**src/hdl/cms_pkg.sv**
```systemverilog
package cms_pkg;

   // Default sizes
   localparam int ROWS_DEF          = 4;
   localparam int ROW_DEPTH_DEF     = 1024;
   localparam int COUNT_BITS_DEF    = 32;
   localparam int MAX_KEY_BYTES_DEF = 64;
   localparam int MAX_ROWS          = 4;

   // Murmur constants
   localparam logic [63:0] MM_MUL   = 64'hc6a4_a793_5bd1_e995;
   localparam int          MM_SHIFT = 47;

   // Field and register widths
   localparam int KEY_LEN_W  = 7;
   localparam int ROW_LEN_W  = 11;
   localparam int CSR_W      = 64;
   localparam int CSR_IDX_W  = 3;
   localparam int EST_W      = 32;

   localparam logic [ROW_LEN_W-1:0] ROW_LEN_RESET = 11'd1024;

   // Register indexes
   localparam logic [CSR_IDX_W-1:0] REG_ROW_LENGTH = 3'd0;
   localparam logic [CSR_IDX_W-1:0] REG_SEED_ROW0  = 3'd1;
   localparam logic [CSR_IDX_W-1:0] REG_SEED_ROW1  = 3'd2;
   localparam logic [CSR_IDX_W-1:0] REG_SEED_ROW2  = 3'd3;
   localparam logic [CSR_IDX_W-1:0] REG_SEED_ROW3  = 3'd4;

   // Item kinds
   localparam logic KIND_ADD   = 1'b0;
   localparam logic KIND_QUERY = 1'b1;

   typedef logic [MAX_ROWS-1:0][63:0] seed_array_type;

   // One finished key, handed from hashing to counter update
   typedef struct packed {
      logic                      kind;
      logic [MAX_ROWS-1:0][63:0] hash;
   } hash_entry_type;

   typedef enum logic [3:0] {
      F_IDLE, F_INIT, F_DISP, F_K1, F_K2, F_ROW, F_END, F_FIN, F_PUSH
   } front_state_type;

   typedef enum logic [2:0] {
      B_CLEAR, B_IDLE, B_DIV, B_RD, B_UPD, B_OUT
   } back_state_type;

endpackage

```
**src/hdl/cms_front.sv**
```systemverilog
module cms_front #(
   parameter int ROWS          = cms_pkg::ROWS_DEF,
   parameter int MAX_KEY_BYTES = cms_pkg::MAX_KEY_BYTES_DEF
) (
   input  logic                          clock,
   input  logic                          reset,
   input  logic                          hold,
   input  logic                          req_tvalid,
   output logic                          req_tready,
   input  logic                          req_kind,
   input  logic [63:0]                   req_chunk,
   input  logic [cms_pkg::KEY_LEN_W-1:0] req_key_length,
   input  logic                          req_last,
   input  cms_pkg::seed_array_type       seeds,
   output logic                          q_push,
   output cms_pkg::hash_entry_type       q_data,
   input  logic                          q_full
);

   localparam int BS_W  = $clog2(MAX_KEY_BYTES + 1);
   localparam int LEN_W = (BS_W > cms_pkg::KEY_LEN_W) ? BS_W : cms_pkg::KEY_LEN_W;
   localparam int RW    = (ROWS > 1) ? $clog2(ROWS) : 1;

   cms_pkg::front_state_type state_ff, state_in;
   logic [BS_W-1:0]          bs_ff, bs_in, len_ff, len_in;
   logic                     kind_ff, kind_in, last_ff, last_in;
   logic [63:0]              chunk_ff, chunk_in, k_ff, k_in, acc_ff, acc_in;
   logic [ROWS-1:0][63:0]    h_ff, h_in;
   logic [RW-1:0]            row_ff, row_in;
   logic [1:0]               ph_ff, ph_in;

   logic [LEN_W-1:0] len_ext;
   logic [BS_W-1:0]  len_sat, rem;
   logic [63:0]      tail_mask, mul_a, h_cur;
   logic [31:0]      a32, b32;
   logic [63:0]      part;
   logic             mul_state, mul_done, last_row;

   // Key length clamp
   assign len_ext = LEN_W'(req_key_length);
   assign len_sat = (len_ext > LEN_W'(MAX_KEY_BYTES)) ? BS_W'(MAX_KEY_BYTES) : BS_W'(len_ext);

   // Bytes still owed by this key
   assign rem = (len_ff > bs_ff) ? (len_ff - bs_ff) : '0;

   always_comb begin
      tail_mask = '0;
      for (int b = 0; b < 8; b++) begin
         if (BS_W'(b) < rem) begin
            tail_mask[8*b +: 8] = 8'hff;
         end
      end
   end

   assign h_cur    = h_ff[row_ff];
   assign last_row = (row_ff == RW'(ROWS - 1));

   // Multiplier operand, stable for the whole product
   always_comb begin
      case (state_ff)
         cms_pkg::F_INIT: mul_a = 64'(len_ff);
         cms_pkg::F_K1:   mul_a = chunk_ff;
         cms_pkg::F_K2:   mul_a = k_ff ^ (k_ff >> cms_pkg::MM_SHIFT);
         cms_pkg::F_ROW:  mul_a = h_cur ^ k_ff;
         default:         mul_a = h_cur ^ (h_cur >> cms_pkg::MM_SHIFT);
      endcase
   end

   // Truncated 64x64 product by MM_MUL: three 32x32 partials, one per cycle
   assign mul_state = (state_ff == cms_pkg::F_INIT) || (state_ff == cms_pkg::F_K1) ||
                      (state_ff == cms_pkg::F_K2) || (state_ff == cms_pkg::F_ROW) ||
                      (state_ff == cms_pkg::F_FIN);
   assign a32      = (ph_ff == 2'd2) ? mul_a[63:32] : mul_a[31:0];
   assign b32      = (ph_ff == 2'd1) ? cms_pkg::MM_MUL[63:32] : cms_pkg::MM_MUL[31:0];
   assign part     = 64'(a32) * 64'(b32);
   assign acc_in   = (ph_ff == 2'd0) ? part : acc_ff + {part[31:0], 32'd0};
   assign mul_done = mul_state && (ph_ff == 2'd2);
   assign ph_in    = (mul_state && !mul_done) ? ph_ff + 2'd1 : 2'd0;

   // Finished hashes for the queue
   always_comb begin
      q_data      = '0;
      q_data.kind = kind_ff;
      for (int r = 0; r < ROWS; r++) begin
         q_data.hash[r] = h_ff[r] ^ (h_ff[r] >> cms_pkg::MM_SHIFT);
      end
   end

   assign req_tready = (state_ff == cms_pkg::F_IDLE) && !hold;
   assign q_push     = (state_ff == cms_pkg::F_PUSH) && !q_full;

   // Sequencer
   always_comb begin
      state_in = state_ff;
      bs_in    = bs_ff;
      len_in   = len_ff;
      kind_in  = kind_ff;
      last_in  = last_ff;
      chunk_in = chunk_ff;
      k_in     = k_ff;
      h_in     = h_ff;
      row_in   = row_ff;
      unique case (state_ff)
         cms_pkg::F_IDLE: begin
            if (req_tvalid && req_tready) begin
               kind_in  = req_kind;
               chunk_in = req_chunk;
               len_in   = len_sat;
               last_in  = req_last;
               state_in = (bs_ff == '0) ? cms_pkg::F_INIT : cms_pkg::F_DISP;
            end
         end
         cms_pkg::F_INIT: begin
            if (mul_done) begin
               for (int r = 0; r < ROWS; r++) begin
                  h_in[r] = seeds[r] ^ acc_in;
               end
               state_in = cms_pkg::F_DISP;
            end
         end
         cms_pkg::F_DISP: begin
            row_in = '0;
            if (last_ff) begin
               bs_in = '0;
            end else if (rem >= BS_W'(8)) begin
               bs_in = bs_ff + BS_W'(8);
            end else begin
               bs_in = bs_ff + rem;
            end
            if (rem >= BS_W'(8)) begin
               state_in = cms_pkg::F_K1;
            end else if (rem != '0) begin
               k_in     = chunk_ff & tail_mask;
               state_in = cms_pkg::F_ROW;
            end else begin
               state_in = cms_pkg::F_END;
            end
         end
         cms_pkg::F_K1: begin
            if (mul_done) begin
               k_in     = acc_in;
               state_in = cms_pkg::F_K2;
            end
         end
         cms_pkg::F_K2: begin
            if (mul_done) begin
               k_in     = acc_in;
               state_in = cms_pkg::F_ROW;
            end
         end
         cms_pkg::F_ROW: begin
            if (mul_done) begin
               h_in[row_ff] = acc_in;
               if (last_row) begin
                  state_in = cms_pkg::F_END;
               end else begin
                  row_in = row_ff + 1'b1;
               end
            end
         end
         cms_pkg::F_END: begin
            row_in   = '0;
            state_in = last_ff ? cms_pkg::F_FIN : cms_pkg::F_IDLE;
         end
         cms_pkg::F_FIN: begin
            if (mul_done) begin
               h_in[row_ff] = acc_in;
               if (last_row) begin
                  state_in = cms_pkg::F_PUSH;
               end else begin
                  row_in = row_ff + 1'b1;
               end
            end
         end
         cms_pkg::F_PUSH: begin
            if (!q_full) begin
               state_in = cms_pkg::F_IDLE;
            end
         end
         default: state_in = cms_pkg::F_IDLE;
      endcase
   end

   always_ff @(posedge clock) begin
      if (reset) begin
         state_ff <= cms_pkg::F_IDLE;
         bs_ff    <= '0;
         ph_ff    <= '0;
         row_ff   <= '0;
      end else begin
         state_ff <= state_in;
         bs_ff    <= bs_in;
         ph_ff    <= ph_in;
         row_ff   <= row_in;
      end
   end

   always_ff @(posedge clock) begin
      len_ff   <= len_in;
      kind_ff  <= kind_in;
      last_ff  <= last_in;
      chunk_ff <= chunk_in;
      k_ff     <= k_in;
      h_ff     <= h_in;
      acc_ff   <= acc_in;
   end

endmodule

```
**config.mk**
```make
export PLATFORM = sky130hd
export DESIGN_NAME = cms_front
export DESIGN_NICKNAME = d
export VERILOG_FILES = /design/src/hdl/cms_pkg.sv /design/src/hdl/cms_front.sv
export SDC_FILE = /design/constraint.sdc
export NUM_CORES = 2
export LEC_CHECK = 0
export BUFFER_PORTS_ARGS = -buffer_cell sky130_fd_sc_hd__buf_2
export CORE_UTILIZATION = 60
export CTS_CLUSTER_SIZE = 14
export DETAILED_ROUTE_END_ITERATION = 10
export PLACE_DENSITY = 0.83
export SKIP_CTS_REPAIR_TIMING = 1
export SYNTH_ARGS = -nofsm -noshare
export SYNTH_HDL_FRONTEND = slang
export SYNTH_SLANG_ARGS = --single-unit
export TNS_END_PERCENT = 30
```
**constraint.sdc**
```tcl
create_clock -name clock -period 12.85 [get_ports clock]
set_clock_uncertainty 0.15 [all_clocks]
set_input_delay 1.9275 -clock clock [delete_from_list [all_inputs] [get_ports clock]]
set_output_delay 1.9275 -clock clock [all_outputs]
set_load 0.1 [all_outputs]
```
# Word-level counts from Yosys, hierarchy flattened
# Index checks and enable logic that the tools add are counted.
# classes
addsub	6
mul	1
div_mod_pow	0
magnitude_cmp	13
n_eq_ne	25
n_shift	0
muxes	44
bitwise_logic	13
reduce_logical	29
# ops
operator	count
$mux W256	2
$pmux W256 S2	1
$mux W64	6
$xor A64 B17 Y64	6
$xor A64 B64 Y64	5
$bwmux W256	1
$pmux W64 S4	1
$bmux W64 S2	1
$demux W64 S2	1
$pmux W64 S2	1
$add A64 B64 Y64	1
$and A64 B64 Y64	1
$mul A32 B32 Y64	1
$mux W32	2
$mux W8	8
$mux W4	9
$pmux W4 S9	1
$lt A3 B7 Y1 const A	4
$ne A2 B2 Y1 const B	11
$mux W7	3
$eq A4 B3 Y1 const B	4
$lt A1 B7 Y1 const A	2
$lt A2 B7 Y1 const A	2
$reduce_and A9 Y1	1
31 further kinds	56
# word_totals
ff_bits	472
latch_bits	0
mem_bits_rw	0
rom_bits	0
in_bits	334
output_inout_bits	259
word_cells	145
mem_count	0

# Depth between registers and ports, before layout
# logic_depth
ltp_word	11
depth_mapped	47
depth_no_buf	43

# Least setup slack after synthesis
# OpenSTA, ideal clock, no wires.
# synth_timing
path_kind	register to register
from	register row_ff[0]
to	register h_ff[127] in the netlist's numbering, data pin
setup_time_ns	0.257
arrival_time_ns	10.373
required_time_ns	12.443
slack_ns	2.071
stages_incl_launch_ff	40
n_path_buf	4
synth_period_minus_slack_ns	10.779
path_cell_list	dfxtp_1 -> buf_4 -> buf_4 -> buf_4 -> buf_4 -> mux4_2 -> o21ai_0 -> a222oi_1 -> mux2i_1 -> nand2b_1 -> inv_1 -> ha_1 -> fa_1 -> fa_1 -> inv_1 -> fa_1 -> inv_1 -> fa_1 -> (+4 left out) -> fa_1 -> ha_1 -> a21oi_1 -> o21ai_0 -> a221oi_1 -> o31ai_1 -> a21oi_1 -> xnor2_1 -> ha_1 -> a21oi_1 -> nor2b_1 -> or4_1 -> o22ai_1 -> o21ai_0 -> xor2_1 -> nor2_1 -> a211o_1 -> nand2_1
# synth_lines
item	line_no	source
start, declared	cms_front.sv:29	logic [RW-1:0] row_ff, row_in;
start signal, assigned	cms_front.sv:194	row_ff <= row_in;
end signal, assigned	cms_front.sv:204	h_ff <= h_in;
end, declared	cms_front.sv:28	logic [ROWS-1:0][63:0] h_ff, h_in;

==> impl_metrics.ini <==
[clocking]
cts_buffers = 48
cts.path.max_buffers = 3
htreeDepth = 2
clkTransAtPathRegs_ps = 60
clock-root-buffer = clkbuf_16
clkLatencyLatePin_ps = 650
clkSinkCount = 472
tritoncts = built

[timing]
relSlewSlack_pct = 4.742
rsz0062_at_grt = no
setup_viol = 0
fin_crit_sh_pct = 95.48
whs_ps = 361.8
hold_viol_final = 0
setup_tns_ps = 0
final_max_slew_viol_count = 0
fmax_ghz = 0.08150
worst_slew_pin_slew_ps = 1389
post-route-min-period_ps = 12270

[logic_synthesis]
ys_seq_elements = 472
synth_ff_type = edfxtp_1
synth_simple_gate_area_share_pct = 8.035
yosysUniqueCellTypes = 96
synth-xor-area-share_pct = 7.860
synth.area.top_cells = fa_1, edfxtp_1, ha_1
syn_area_per_cell_sq_um = 10.04
yosysWarnings = 0
yosysSeqAreaShare_pct = 25.04
synth_common_cells = inv_1, fa_1, ha_1
yosys.area.top_type = fa_1
synth_cells = 5323
synthArstFlopShare_pct = 0
yosys.area_share.adder_pct = 33.26
synth_area_sq_um = 53460
synth_compound_area_share_pct = 11.63
post-synth-top-count-cell = inv_1
synth_top_family_by_area = adder cells
synthMuxAreaShare_pct = 3.598
synth_edf_count = 393
synth_top_cell_area_share_pct = 22.47

[detailed_routing]
first_pass_iters = 9
routed_wl_um = 219000
num_vias = 44070
vias_per_cell = 6.356
drtIter0Drc = 6245
antenna_left = 0
wl_per_cell_um = 31.59
drc = 0

[setup_path]
startpoint_type = flip-flop
worst-setup-path-type = reg -> reg
end_kind = flip-flop
cp.required_ps = 13020
crit_slowest_cell = dfxtp_4
crit_arrival_ps = 12440
critPathMaxStageDelay_ps = 850
cp_max_fo = 35

[placed_design]
gp_congestion = 1.039
hpwl_um = 180000
portBuffers = 592

[min_path]
min_path_type = reg -> reg

[global_route]
grt_pass1_wl_um = 309000
grt_pass1_vias = 43450
grt_max_degree = 87
overflow = 0
gr-usage-all-layers_pct = 48.44
antenna_found_initial = 40

[floorplan]
start_util_pct = 60.49
dieArea_sq_um = 90290
core_area_sq_um = 88370
die_w_um = 300.5
io-pin-count = 593
die_height_um = 300.5
rows = 109

[layout]
final_net_count = 7079
final_util_pct = 66.19
areaGrowthSynthToFinish_pct = 9.419
drive_gt1_share_pct = 17.34

[flow_run]
max_cap_viol_count = 0

[status]
outcome = complete, no violations
-- layer usage --
metal | wire [um] | global-route usage, % | vias to the layer above
met5 | 53 | 0 | -
met4 | 19130 | 33.70 | 8
met3 | 28990 | 13.80 | 766
met2 | 94380 | 72.07 | 3590
met1 | 76460 | 61.13 | 21410
li1 | - | - | 18300
-- kinds of logic (layout without fill, tap and decap cells) --
family,count (synthesis),count (layout)
AND/OR/NAND/NOR,962,962
flip-flops,472,472
multiplexers,111,111
AO/OA/AOI/OAI,934,934
XOR/XNOR,478,478
other,2,52
buffers and inverters,1303,1699
adder cells (fa/ha/maj),1061,1061
-- critical path: cells and delay by family, from the launching register on --
family	cells	cell delay [ps]
mux	1	530
flops	1	850
xor+xnor	4	730
compound gates	11	2970
fa+ha+maj	10	3850
buf+inv	6	1150
simple gates	8	1670
-- flip-flops by register name, indices dropped and copies added, names as in the netlist --
| name | flops |
|---|---|
| state_ff | 4 |
| h_ff | 256 |
| chunk_ff | 64 |
| acc_ff | 64 |
| ph_ff | 2 |
| kind_ff | 1 |
| k_ff | 64 |
| row_ff | 2 |
| last_ff | 1 |
| bs_ff | 7 |
| len_ff | 7 |
-- metrics by stage --
step / setup slack, ps / instances / instance area [sq um]
after global placement: 924.5 / 6798 / 56760
after CTS: 685.7 / 6887 / 58360
after detailed placement: 872.4 / 6799 / 56770
after global routing: 51.57 / 6915 / 58440
final: 580.5 / 6934 / 58490
after floorplan: 2071 / 5326 / 53470
-- cell usage in the layout (no fill, tap or decap), types with 32 or more instances in the layout --
cell       count
inv_1        885
a21o_1        45
a21oi_1      174
nand4_1       32
diode_2       47
ha_1         454
nand2_1      446
edfxtp_1     393
or2_2         50
fa_1         600
nor2_1       228
mux2i_1       37
buf_4        127
dfxtp_1       76
nand2b_1      33
o22ai_1       77
o21ai_0      291
nor2b_1       32
xor2_1       295
a22o_1        58
a221o_1       38
buf_2        592
clkbuf_16     48
xnor2_1      182
mux4_2        64
-- area by class of cell --
type / count / area [sq um]
fillers: 7095 / 29880
diodes: 47 / 117.6
clock inverters: 28 / 324.1
multi-input cells: 3551 / 34610
repair buffers: 723 / 3988
well taps: 1165 / 1458
inverters: 888 / 3333
clock buffers: 60 / 1266
flip-flops and latches: 472 / 13390
-- final timing paths --
| check | end | cells past startpoint | start | slack [ps] |
|---|---|---|---|---|
| worst max-delay path | h_ff[252] | 40 | row_ff[0] | 580 |
| worst min-delay path | ph_ff[0] | 1 | ph_ff[0] | 360 |
| worst max register to register | h_ff[252] | 40 | row_ff[0] | 580 |
| worst min register to register | ph_ff[0] | 1 | ph_ff[0] | 360 |
Power is left out: the tool's default activity adds up to more than one toggle a clock period on the data nets, which glitch-free logic cannot reach.
