===== src/hdl/cms_queue.sv =====
module cms_queue #(
   parameter int WIDTH = 8,
   parameter int DEPTH = 2
) (
   input  logic             clock,
   input  logic             reset,
   input  logic             push,
   input  logic [WIDTH-1:0] push_data,
   output logic             full,
   input  logic             pop,
   output logic [WIDTH-1:0] pop_data,
   output logic             empty
);

   localparam int PW = (DEPTH > 1) ? $clog2(DEPTH) : 1;
   localparam int CNTW = $clog2(DEPTH + 1);

   logic [WIDTH-1:0] slot_ff [DEPTH];
   logic [PW-1:0]    wr_ff, wr_in, rd_ff, rd_in;
   logic [CNTW-1:0]  cnt_ff, cnt_in;

   assign full     = (cnt_ff == CNTW'(DEPTH));
   assign empty    = (cnt_ff == '0);
   assign pop_data = slot_ff[rd_ff];

   // Pointer and fill count
   always_comb begin
      wr_in  = wr_ff;
      rd_in  = rd_ff;
      cnt_in = cnt_ff;
      if (push && !full) begin
         wr_in = (wr_ff == PW'(DEPTH - 1)) ? '0 : wr_ff + 1'b1;
      end
      if (pop && !empty) begin
         rd_in = (rd_ff == PW'(DEPTH - 1)) ? '0 : rd_ff + 1'b1;
      end
      if ((push && !full) && !(pop && !empty)) begin
         cnt_in = cnt_ff + 1'b1;
      end else if (!(push && !full) && (pop && !empty)) begin
         cnt_in = cnt_ff - 1'b1;
      end
   end

   always_ff @(posedge clock) begin
      if (reset) begin
         wr_ff  <= '0;
         rd_ff  <= '0;
         cnt_ff <= '0;
      end else begin
         wr_ff  <= wr_in;
         rd_ff  <= rd_in;
         cnt_ff <= cnt_in;
      end
   end

   always_ff @(posedge clock) begin
      if (push && !full) begin
         slot_ff[wr_ff] <= push_data;
      end
   end

endmodule


===== config.mk =====
export PLATFORM = sky130hd
export DESIGN_NAME = cms_queue
export DESIGN_NICKNAME = d
export VERILOG_FILES = /design/src/hdl/cms_queue.sv
export SDC_FILE = /design/constraint.sdc
export NUM_CORES = 1
export LEC_CHECK = 0
export ABC_CLOCK_PERIOD_IN_PS = 1600
export BUFFER_PORTS_ARGS = -buffer_cell sky130_fd_sc_hd__buf_2
export CORE_UTILIZATION = 48
export CTS_CLUSTER_SIZE = 28
export DETAILED_ROUTE_END_ITERATION = 16
export GPL_TIMING_DRIVEN = 1
export PLACE_DENSITY = 0.74
export REMOVE_ABC_BUFFERS = 1
export SLEW_MARGIN = 20
export SYNTH_ARGS = -nofsm -noshare
export SYNTH_HDL_FRONTEND = slang
export SYNTH_SLANG_ARGS = --single-unit

===== constraint.sdc =====
create_clock -name clock -period 1.6 [get_ports clock]
set_clock_uncertainty 0.05 [all_clocks]
set_input_delay 0.08 -clock clock [delete_from_list [all_inputs] [get_ports clock]]
set_output_delay 0.08 -clock clock [all_outputs]
set_load 0.02 [all_outputs]

-- After elaboration in Yosys (flattened, before gate mapping)
Memory sizes are Yosys's and may differ from the RTL's. A register that Yosys moved wholly into a read port is not among the register bits.
Index checks and enable logic that the tools add are counted.
- bits in latches: 0
- word-level logic and storage cells: 27
- bits in registers: 4
- input bits: 12
- output and inout bits: 10
- memories kept: 1
- memory bits (writable): 16
- bits in read-only memories: 0
- muxes and demuxes: 8
- multipliers: 0
- equal/unequal tests: 1
- shift-type cells: 0
- reductions and logical operators: 10
- add/subtract/negate cells: 4
- bitwise operators: 0
- $lt $le $gt $ge: 0
- div/mod/pow operators: 0
- memories (memory ; words ; bits a word ; read ports ; clocked after Yosys merged registers in ; wr ports ; RTL line ; source):
    slot_ff ; 2 ; 8 ; 1 ; 1 ; 1 ; 18 ; logic [WIDTH-1:0] slot_ff [DEPTH];
- operator list (operator ; number):
    two-way mux 1 bit ; 6
    logical AND 1 bit ; 4
    logical NOT 1 bit ; 4
    two-way mux 2 bit ; 2
    adder 1 bit (second input constant) ; 2
    adder 2 x 1 -> 2 bit (second input constant) ; 1
    == test 2 bit (second input constant) ; 1
    logical NOT 2 bit ; 1
    nonzero test 2 bit ; 1
    subtractor 2 x 1 -> 2 bit (second input constant) ; 1

-- Longest topological paths before layout
Gate-level depths: netlist of run 1.
- depth in word-level cells: 7
- mapped depth: 6
- mapped depth without buffers: 6

-- Least setup slack after synthesis of run 1
No wires, ideal clock.
- path type: reg2reg
- start: register cnt_ff[1]
- end: register cnt_ff[1]
- path slack: -0.037 ns
- setup time: 0.070 ns
- clock period less this slack: 1.637 ns
- stages on the path, launching flop included: 6
- path buffers: 0
- required time: 1.480 ns
- data arrival time: 1.517 ns
- cell sequence: dfxtp_1 > nor2b_2 > nor2_1 > ha_1 > or3_1 > a21oi_1
- longest elaborated chain between the ends: 6
- elaborated cells between the ends (all ways): 15
- those cells by class: add/sub: 2; eq/ne: 1; mux: 2; reduce/logical: 10
- RTL lines (item ; RTL line ; source):
    start, declared ; 20 ; logic [CNTW-1:0] cnt_ff, cnt_in;
    start signal, assigned ; 52 ; cnt_ff <= cnt_in;
    == test 2 bit (*) ; 22 ; assign full = (cnt_ff == CNTW'(DEPTH));
    net full ; 9 ; output logic full,
    logical NOT 1 bit (*) ; 37, 39 ;
    logical AND 1 bit (*) ; 37, 39 ;
    logical NOT 1 bit ; 39 ; end else if (!(push && !full) && (pop && !empty)) begin
    logical AND 1 bit ; 39 ;
    nonzero test 2 bit (no line) ; -- ;
The timed path passes the listed nets; every way through them passes the cells marked *. The select of a mux whose other input is x is not followed.
A chain may end at the register's enable or synchronous reset.

-- Final worst setup path of run 1
- start: register cnt_ff[1]
- end: register cnt_ff[1]
- longest elaborated chain between the ends: 6
- elaborated cells between the ends (all ways): 15
- those cells by class: add/sub: 2; eq/ne: 1; mux: 2; reduce/logical: 10
- RTL lines (item ; RTL line):
    == test 2 bit or logical NOT 2 bit (tied branches) ; 22, 23
    logical NOT 1 bit ; 37, 39
    logical AND 1 bit ; 37, 39
    logical NOT 1 bit (on tied branches) ; 39, 37
    logical AND 1 bit (on tied branches) ; 39, 37
    nonzero test 2 bit (no line) or two-way mux 2 bit (tied branches) ; --
Several ways; a longest one is shown, not always the timed one. The select of a mux whose other input is x is not followed.

==> results.md, run 1 <==
- Leakage: around 0.42 nW
- Post-CTS setup buffer count: 0
- IO buf count: 21
- Dpl hpwl: 766 microns
- Final Max Tran Viols: 0
- Ys Warns: 0
- Setup violators final: 0
- Critical path data required time: 1.78 ns
- Syn_area_per_cell: around 16 sq um
- Flip-flop and latch count after synthesis: 21
- Antenna diode count: 0
- Fillers: 122
- CTS H-tree depth: 1
- Share of layout cells above drive strength 1: between 40% and 50%
- Max frequency: 656 MHz
- Final Hold Fails: 0
- WL per Instance: ~12 microns
- Max VDD drop: 1.07 mV
- Core Area: 1520 sq um
- Max Fanout on Critical Path: 5
- IO Pins: 22
- Worst setup path end: cnt_ff[1]
- Syn Inst Count: 50
- Die Span X: 42.7 microns
- Net count, final: 98
- Measured slew at the worst slew-check pin: 0.375 ns
- Root Buffer Master: clkbuf_4
- CTS Buffer Depth: 2
- First-pass GRT wire length: 1840 microns
- CTS tree: done
- Clk Latency, worst-skew pair: 0.29 ns
- Hold WC Path Type: in -> reg
- Row cnt: 14
- Setup Crit Path Kind: reg -> reg
- Total Routing Usage GR: 14.4%
- Initial DRC count: 2
- Fin crit share: a little over nine tenths
- Via count: 499
- R2r startpoint: cnt_ff[1]
- CP arrival: 1.70 ns
- Clk slew on worst S/H paths: about 0.11 ns
- Flop-to-flop setup slack: 0.08 ns
- Die ar.: 1820 sq um
- Antenna Violating Nets Remaining: 0
- Post-Route WL: ~1200 microns
- Critical Path Start Type: register
- Rel. slew slack: between 70% and 80%
- Vias in the first global route: between 400 and 500
- Tot Pwr: 1.56 mW
- R2r endpoint: cnt_ff[1]
- Status: finished clean
- Area growth syn-to-layout: 31.9%
- Min cycle time layout: approximately 1.5 ns
- Synth cell types: 13
- GPL Wtd Cong: 0.676
- Pin count of the biggest net entering global routing: 12
- Register area share after synthesis: 73.2%
- WHS: 0.112 ns
- Starting density of the core: 52.1%
- Die height: 42.7 microns
- Power Dens Cells: 1490 nW/um^2
- Grt ovf: 0
- 1st-pass router iterations: 2
- Avg Vias per Cell: around 5.0
- Post-Syn Area: 793 sq um
- Cells on worst reg2reg path: 5
- Crit path launch: cnt_ff[1]
- Clock sinks: 21
- Setup crit end kind: register
- Initial antenna violation count: 0
- DR DRC count: 0
- Max_cap viols: 0
- CTS Buf Count: 3
==> through the flow <==
stage / util (%) / area [sq um] / TNS (ns) / worst slack [ns] / std cells
floorplan: - / 788 / -0.0366 / -0.0366 / 49
global placement: 60.4 / 921 / 0 / 0.0893 / 87
detailed placement: 60.4 / 921 / 0 / 0.0333 / 87
CTS: 68.1 / 1040 / 0 / 0.00767 / 100
global route: 68.6 / 1050 / -0.00108 / -0.00108 / 100
finish: 68.6 / 1050 / 0 / 0.0757 / 100
==> critical path, stage by stage (launching register included) <==
cell and delay (ns):
dfxtp_2 0.37, nor2b_4 0.17, nor2_1 0.06, ha_1 0.31, or3_1 0.38, a21oi_1 0.13
==> metal layers <==
metal,wire length [microns],part of all wire [%],GRT usage [%],vias to the layer above
met4,9,0.78,9.38,0
met3,42,3.6,3.83,2
li1,-,-,-,250
met1,500,43,14.6,236
met2,601,52,25.5,11
met5,0,0,0,-
==> report_power, final <==
part	internal [mW]	total [mW]	switching [mW]	leakage (nW)
clock network	0.0968	0.239	0.142	0.0150
logic	0.248	0.541	0.293	0.216
registers	0.703	0.779	0.0762	0.192
==> cells by family (layout without fill, tap and decap cells) <==
family | Yosys count | count (layout) | synth area share (%)
multiplexers | 8 | 8 | 11.4
XOR/XNOR | 3 | 3 | 3.31
flip-flops | 21 | 21 | 73.2
AND/OR/NAND/NOR | 9 | 9 | 5.84
adder cells (fa/ha/maj) | 1 | 1 | 1.58
buffers and inverters | 3 | 37 | 1.58
AO/OA/AOI/OAI | 5 | 5 | 3.15
==> cell usage in the layout, fill, tap and decap left out, types with 2 or more instances in the layout <==
cell type and n:
buf_2 21, edfxtp_1 16, dlygate4sd3_1 9, mux2_2 8
nor2_1 5, xor2_1 3, dfxtp_2 3, clkbuf_4 3
inv_1 2, or3_1 2, o21ai_0 2, a21oi_1 2
dfxtp_1 2
==> cells in the mapped netlist <==
| cell type | number | area share (%) |
|---|---|---|
| nor2b_2 | 1 | 1.1 |
| buf_2 | 1 | 0.63 |
| and2_1 | 1 | 0.79 |
| inv_1 | 2 | 0.95 |
| ha_1 | 1 | 1.6 |
| mux2_2 | 8 | 11 |
| or3_1 | 2 | 1.6 |
| o21ai_0 | 3 | 1.9 |
| xor2_1 | 3 | 3.3 |
| nor2_1 | 5 | 2.4 |
| a21oi_1 | 2 | 1.3 |
| dfxtp_1 | 5 | 13 |
| edfxtp_1 | 16 | 61 |
==> state kept, by name, indices dropped and copies added (netlist names), named ones only <==
register  count
slot_ff      16
cnt_ff        2
rd_ff         1
wr_ff         1
==> final cells by class <==
| class | instances | area, sq um | share of cell area (%) |
|---|---|---|---|
| sequential | 21 | 584 | 55.9 |
| timing repair buffer | 31 | 203 | 19.4 |
| inverter | 2 | 7.51 | 0.718 |
| tap | 16 | 20.0 | 1.91 |
| multi-input combinational | 26 | 205 | 19.6 |
| clock buffer | 4 | 26.3 | 2.51 |
==> worst min-delay path by stage <==
stage | from | end | cells after the start
finish | push | wr_ff | 4
global route | push | wr_ff | 4
CTS | push | wr_ff | 4
detailed placement | push_data[3] | slot_ff[0][3] | 1
global placement | push_data[3] | slot_ff[0][3] | 1
floorplan | reset | cnt_ff[1] | 1
==> what timing repair did <==
| item | CTS | global route |
|---|---|---|
| setup endpoints to repair | 0 | 8 |
| endpoints found under the hold margin | 21 | 0 |
| gates resized for setup | 0 | 5 |
| hold buffers | 9 | 0 |
No activity file was read; power rests on OpenSTA's default activity.
==> inputs of run 2 (changes only) <==
Settings changed: BUFFER_PORTS_ARGS -buffer_cell sky130_fd_sc_hd__buf_2 to default, CORE_UTILIZATION 48 to 53, DONT_BUFFER_PORTS from default to 1, PLACE_DENSITY 0.74 to 0.68, SKIP_CTS_REPAIR_TIMING from default to 1.
==> run 2 against run 1 <==
  * Design area decreased by 9.2%
  * Clock power up 2%
  * Die area down 9.0%
  * Clock-buffer cell count is the same
  * Global-route usage grew 0.46 points
  * Sequential power fell by 1%
  * Combinational power fell by 7.8%
  * Fmax down 4.7%
==> results.md, run 2 (synthesis results as in run 1) <==
- Status: finished clean
- Net Sw Frac: 33.9% (+1.1 points)
- Number of flip-flops under the largest register name: 16 (unchanged)
- Clk slew on worst S/H paths: 0.11 ns (about the same)
- Final Hold Fails: 0 (unchanged)
- Row cnt: 13 (-1)
- Vias in the first global route: 369 (-22%)
- Inst Count DP: 67 (-23%)
- Pin count of the biggest net entering global routing: 12 (unchanged)
- Most frequent cells in the layout: edfxtp_1 (16), dlygate4sd3_1 (9), mux2_2 (8)
- Biggest register: slot_ff
- Root Buffer Master: clkbuf_4
- Non-Filler Instances: 80 (-20%)
- Gate power share: 33.0% (-1.7 points)
- Largest regs: slot_ff (16), cnt_ff (2)
- Final Max Tran Viols: 0 (unchanged)
- Most common cell after layout, fill and taps aside: edfxtp_1
- Max_cap viols: 0 (unchanged)
- Fillers: 98 (-20%)
- Antenna Violating Nets Remaining: 0 (unchanged)
- Setup crit end kind: register
- Initial DRC count: 2 (unchanged)
- Measured slew at the worst slew-check pin: 0.396 ns (+0.0210 ns)
- Critical Path Start Type: register
- Setup Crit Path Kind: reg -> reg
- Area growth syn-to-layout: 19.7%
- Sw power: 0.512 mW (+0.19%)
- Die height: 40.7 microns (-4.6%)
- Die ar.: 1660 sq um (-9.0%)
- Final worst setup slack: 0.000743 ns (-0.0749 ns)
- Design area: 950 sq um (-9.2%)
- 1st-pass router iterations: 2 (unchanged)
- Total Routing Usage GR: 14.9% (+0.46 points)
- Critical path data required time: 1.77 ns (about the same)
- Max Fanout on Critical Path: 4 (-1)
- Clk Latency, worst-skew pair: 0.29 ns (about the same)
- WL per Instance: 16.4 microns (+42%)
- IO buf count: 0 (-100%)
- Post-DP Area: 830 sq um (-9.9%)
- Avg Vias per Cell: 5.28 (+5.7%)
- First-pass GRT wire length: 1510 microns (-18%)
- Power Dens Cells: 1590 nW/um^2 (+6.7%)
- Post-Route WL: 1320 microns (+14%)
- Min cycle time layout: 1.60 ns (+0.0749 ns)
- Grt ovf: 0 (unchanged)
- CP arrival: 1.77 ns (+0.07 ns)
- Via count: 422 (-15%)
- Die Span X: 40.7 microns (-4.6%)
- Hold WC Path Type: in -> reg
- CTS Buf Count: 3 (unchanged)
- Setup violators final: 0 (unchanged)
- Fin crit share: 100% (+4.7 points)
- Max frequency: 625 MHz (-4.7%)
- IO Pins: 22 (unchanged)
- Core Area: 1350 sq um (-11%)
- CTS Buffer Depth: 2 (unchanged)
- Initial antenna violation count: 0 (unchanged)
- Clock Power Share: 16.1% (+0.8 points)
- DR DRC count: 0 (unchanged)
- Rel. slew slack: 73.5% (-1.5 points)
- Starting density of the core: 58.8% (+6.7 points)
- Clock sinks: 21 (unchanged)
- CTS H-tree depth: 1 (unchanged)
- CTS tree: done
- Antenna diode count: 0 (unchanged)
- GPL Wtd Cong: 0.751 (+11%)
- Share of layout cells above drive strength 1: 27.7% (-16 points)
- Net count, final: 79 (-19%)
- Pre-CTS WS: -0.0263 ns (-0.0595 ns)
- Flop pwr share: 50.9% (+0.9 points)
- Leakage: 0.347 nW (-18%)
- Cell internal pwr: 0.999 mW (-4.7%)
- Max VDD drop: 1.07 mV (-0.47%)
[run 2: path summary, 6_finish.rpt]
check	startpoint	slack, ns	end	cells past startpoint
worst min register to register	rd_ff	0.48	register	2
worst max register to register	cnt_ff[1]	0.0007	cnt_ff[1]	5
worst max-delay path	cnt_ff[1]	0.0007	cnt_ff[1]	5
worst min-delay path	push	0.07	wr_ff	3
[run 2: metal layers]
layer,global-route usage [%],vias to the layer above,part of all wire [%]
met5,0,-,0
met4,8.33,0,0.46
met3,3.80,2,3.9
met2,25.4,12,56
met1,16.8,196,39
li1,-,212,-
[run 2: metrics by stage]
step | total power, mW | hold WS, ns | TNS [ns] | utilization [%]
after floorplan | 1.13 | 0.0991 | -0.0366 | -
after global placement | 1.21 | 0.100 | 0 | 61.4
after detailed placement | 1.25 | 0.105 | -0.155 | 61.4
after CTS | 1.48 | -0.211 | -0.271 | 63.4
after global routing | 1.57 | 0.0825 | -0.0440 | 70.3
final | 1.51 | 0.0713 | 0 | 70.3
[run 2: power groups by stage]
stage	clock [mW]	sequential, mW	combinational (mW)
2_1_floorplan	0	0.761	0.369
3_3_place_gp	0	0.765	0.446
3_5_place_dp	0	0.776	0.472
4_1_cts	0.241	0.765	0.473
5_1_grt	0.264	0.778	0.528
6_report	0.243	0.770	0.499
[run 2: cell type report]
class | count | area, sq um | share of cell area [%]
Clock buffer | 4 | 26.3 | 2.77
Multi-Input combinational cell | 26 | 203 | 21.3
Inverter | 2 | 7.51 | 0.791
Timing Repair Buffer | 12 | 113 | 11.9
Sequential cell | 21 | 582 | 61.3
Tap cell | 15 | 18.8 | 1.98
[run 2: worst max-delay path, cell delays in order (launching register included)]
cell and delay [ns]:
dfxtp_2 0.37, nor2b_2 0.18, nor2_2 0.06, ha_1 0.31, or3_1 0.38, a21oi_1 0.17
==> inputs of run 3 (changes only) <==
Settings changed: ABC_CLOCK_PERIOD_IN_PS 1600 to 1800.
Clock period 1.6 ns to 1.8 ns, I/O delays scaled along.
==> run 3 against run 2 <==
  * Global-route usage up 1.1 points
  * Worst setup slack improved by 0.10 ns
  * Sequential power is 11% lower
  * Clock power fell by 12%
  * Design area down 2.0%
  * Combinational power shrank 19%
  * Fmax fell by 5.9%
  * Flip-flop and latch count unchanged
  * Sequential share of layout area increased by 1.1 points
  * Non-clock buffer count decreased by 2
  * Largest cell class unchanged
==> results.md, run 3 (synthesis results as in run 1) <==
- Status: finished clean
- R2r endpoint: cnt_ff[1]
- Pin count of the biggest net entering global routing: 12 (unchanged)
- Starting density of the core: 58.8% (unchanged)
- Tot Pwr: 1.30 mW (-14%)
- Hold Startpoint: push
- Number of flip-flops under the largest register name: 16 (unchanged)
- Cells on worst reg2reg path: 4 (-1)
- Die Span X: 40.7 microns (unchanged)
- Core Area: 1350 sq um (unchanged)
- Net count, final: 77 (-2.5%)
- Die height: 40.7 microns (unchanged)
- Leakage: 0.337 nW (-2.7%)
- Share of layout cells above drive strength 1: 20.6% (-7.1 points)
- Clock sinks: 21 (unchanged)
- Antenna diode count: 0 (unchanged)
- Final Hold Fails: 0 (unchanged)
- Worst setup path end: cnt_ff[1]
- Total Routing Usage GR: 15.9% (+1.1 points)
- Crit path launch: cnt_ff[0]
- CTS Buf Count: 3 (unchanged)
- GPL Wtd Cong: 0.717 (-4.5%)
- Row cnt: 13 (unchanged)
- R2r startpoint: cnt_ff[0]
- Area growth syn-to-layout: 17.4%
- Biggest register: slot_ff
- Max frequency: 589 MHz (-5.9%)
- Max Fanout on Critical Path: 5 (+1)
- WL per Instance: 16.2 microns (-1.5%)
- Antenna Violating Nets Remaining: 0 (unchanged)
- Setup Crit Path Kind: reg -> reg
- Critical path data required time: 1.98 ns (+0.21 ns)
- Root Buffer Master: clkbuf_4
- Critical Path Start Type: register
- Final Max Tran Viols: 0 (unchanged)
- Flop pwr share: 52.6% (+1.7 points)
- Clk Latency, worst-skew pair: 0.29 ns (about the same)
- Power Dens Cells: 1400 nW/um^2 (-12%)
- Grt ovf: 0 (unchanged)
- Max_cap viols: 0 (unchanged)
- Most common cell after layout, fill and taps aside: edfxtp_1
- CTS tree: done
- Rel. slew slack: 74.8% (+1.3 points)
- Sw power: 0.442 mW (-14%)
- Gate power share: 31.1% (-1.9 points)
- Min cycle time layout: 1.70 ns (+0.0995 ns)
- Most frequent cells in the layout: edfxtp_1 (16), dlygate4sd3_1 (9), mux2_2 (8)
- Clk slew on worst S/H paths: 0.10 ns (about the same)
- Setup crit end kind: register
- IO Pins: 22 (unchanged)
- CTS Buffer Depth: 2 (unchanged)
- Hold WC Path Type: in -> reg
- Net Sw Frac: 33.9% (about the same)
- Cell internal pwr: 0.862 mW (-14%)
- Fin crit share: 94.4% (-5.6 points)
- Unrepaired setup endpoints after global routing: false
- 1st-pass router iterations: 4 (+2)
- Post-Route WL: 1260 microns (-4.0%)
- Vias in the first global route: 369 (unchanged)
- Dpl hpwl: 915 microns
- WHS: 0.0664 ns (-0.00486 ns)
- Largest regs: slot_ff (16), cnt_ff (2)
- Die ar.: 1660 sq um (unchanged)
- Setup violators final: 0 (unchanged)
- Measured slew at the worst slew-check pin: 0.377 ns (-0.0194 ns)
- Clock Power Share: 16.3% (+0.2 points)
- CTS H-tree depth: 1 (unchanged)
- Via count: 429 (+1.7%)
- First-pass GRT wire length: 1550 microns (+2.3%)
- Initial antenna violation count: 0 (unchanged)
- IO buf count: 0 (unchanged)
- Initial DRC count: 15 (+13)
- CP arrival: 1.88 ns (+0.11 ns)
- Max VDD drop: 0.880 mV (-17%)
- Avg Vias per Cell: 5.50 (+4.3%)
- Flop-to-flop setup slack: 0.10 ns (+0.10 ns)
- Setup_tns: 0 ns (unchanged)
- DR DRC count: 0 (unchanged)
run 3: changes by cell type in the layout (fill, tap and decap cells not counted), sizes merged:
cell,before,now
buf,3,1
run 3: power groups by stage:
stage | Clock (mW) | Combinational [mW] | Sequential, mW
5_1_grt | 0.230 | 0.433 | 0.696
3_5_place_dp | 0 | 0.387 | 0.697
4_1_cts | 0.216 | 0.389 | 0.686
6_report | 0.213 | 0.405 | 0.686
2_1_floorplan | 0 | 0.328 | 0.676
3_3_place_gp | 0 | 0.364 | 0.686
run 3: area by class of cell:
class | instances | area, sq um
clock buffer | 4 | 26.3
sequential | 21 | 581
tap | 15 | 18.8
timing repair buffer | 10 | 97.6
inverter | 2 | 7.51
multi-input combinational | 26 | 200
fill | 98 | 419
run 3: how the worst min path moves through the flow:
stage | slack [ns] | endpoint | depth (start not counted)
6_report | 0.07 | wr_ff | 3
5_1_grt | 0.07 | wr_ff | 3
4_1_cts | -0.20 | cnt_ff[0] | 1
3_5_place_dp | 0.12 | cnt_ff[0] | 1
3_3_place_gp | 0.11 | cnt_ff[1] | 1
2_1_floorplan | 0.11 | cnt_ff[1] | 1
run 3: critical path: stages, from the launching register on:
cell and delay, ns:
dfxtp_1 0.38, o21ai_0 0.35, ha_1 0.33, or3_1 0.37, a21oi_1 0.15
run 3: layer usage:
layer / track usage [%] / part of all wire (%)
met5: 0 / 0
met4: 10.0 / 0.63
met3: 3.80 / 5.0
met2: 29.4 / 55
met1: 15.8 / 39
run 3: stage by stage:
stage	setup slack [ns]	util [%]	cell area, sq um	instances
floorplan	0.163	-	788	49
global route	0.0282	69.0	931	78
detailed placement	0.113	60.3	815	65
CTS	0.0827	62.3	841	69
finish	0.101	69.0	931	78
global placement	0.222	60.3	815	65
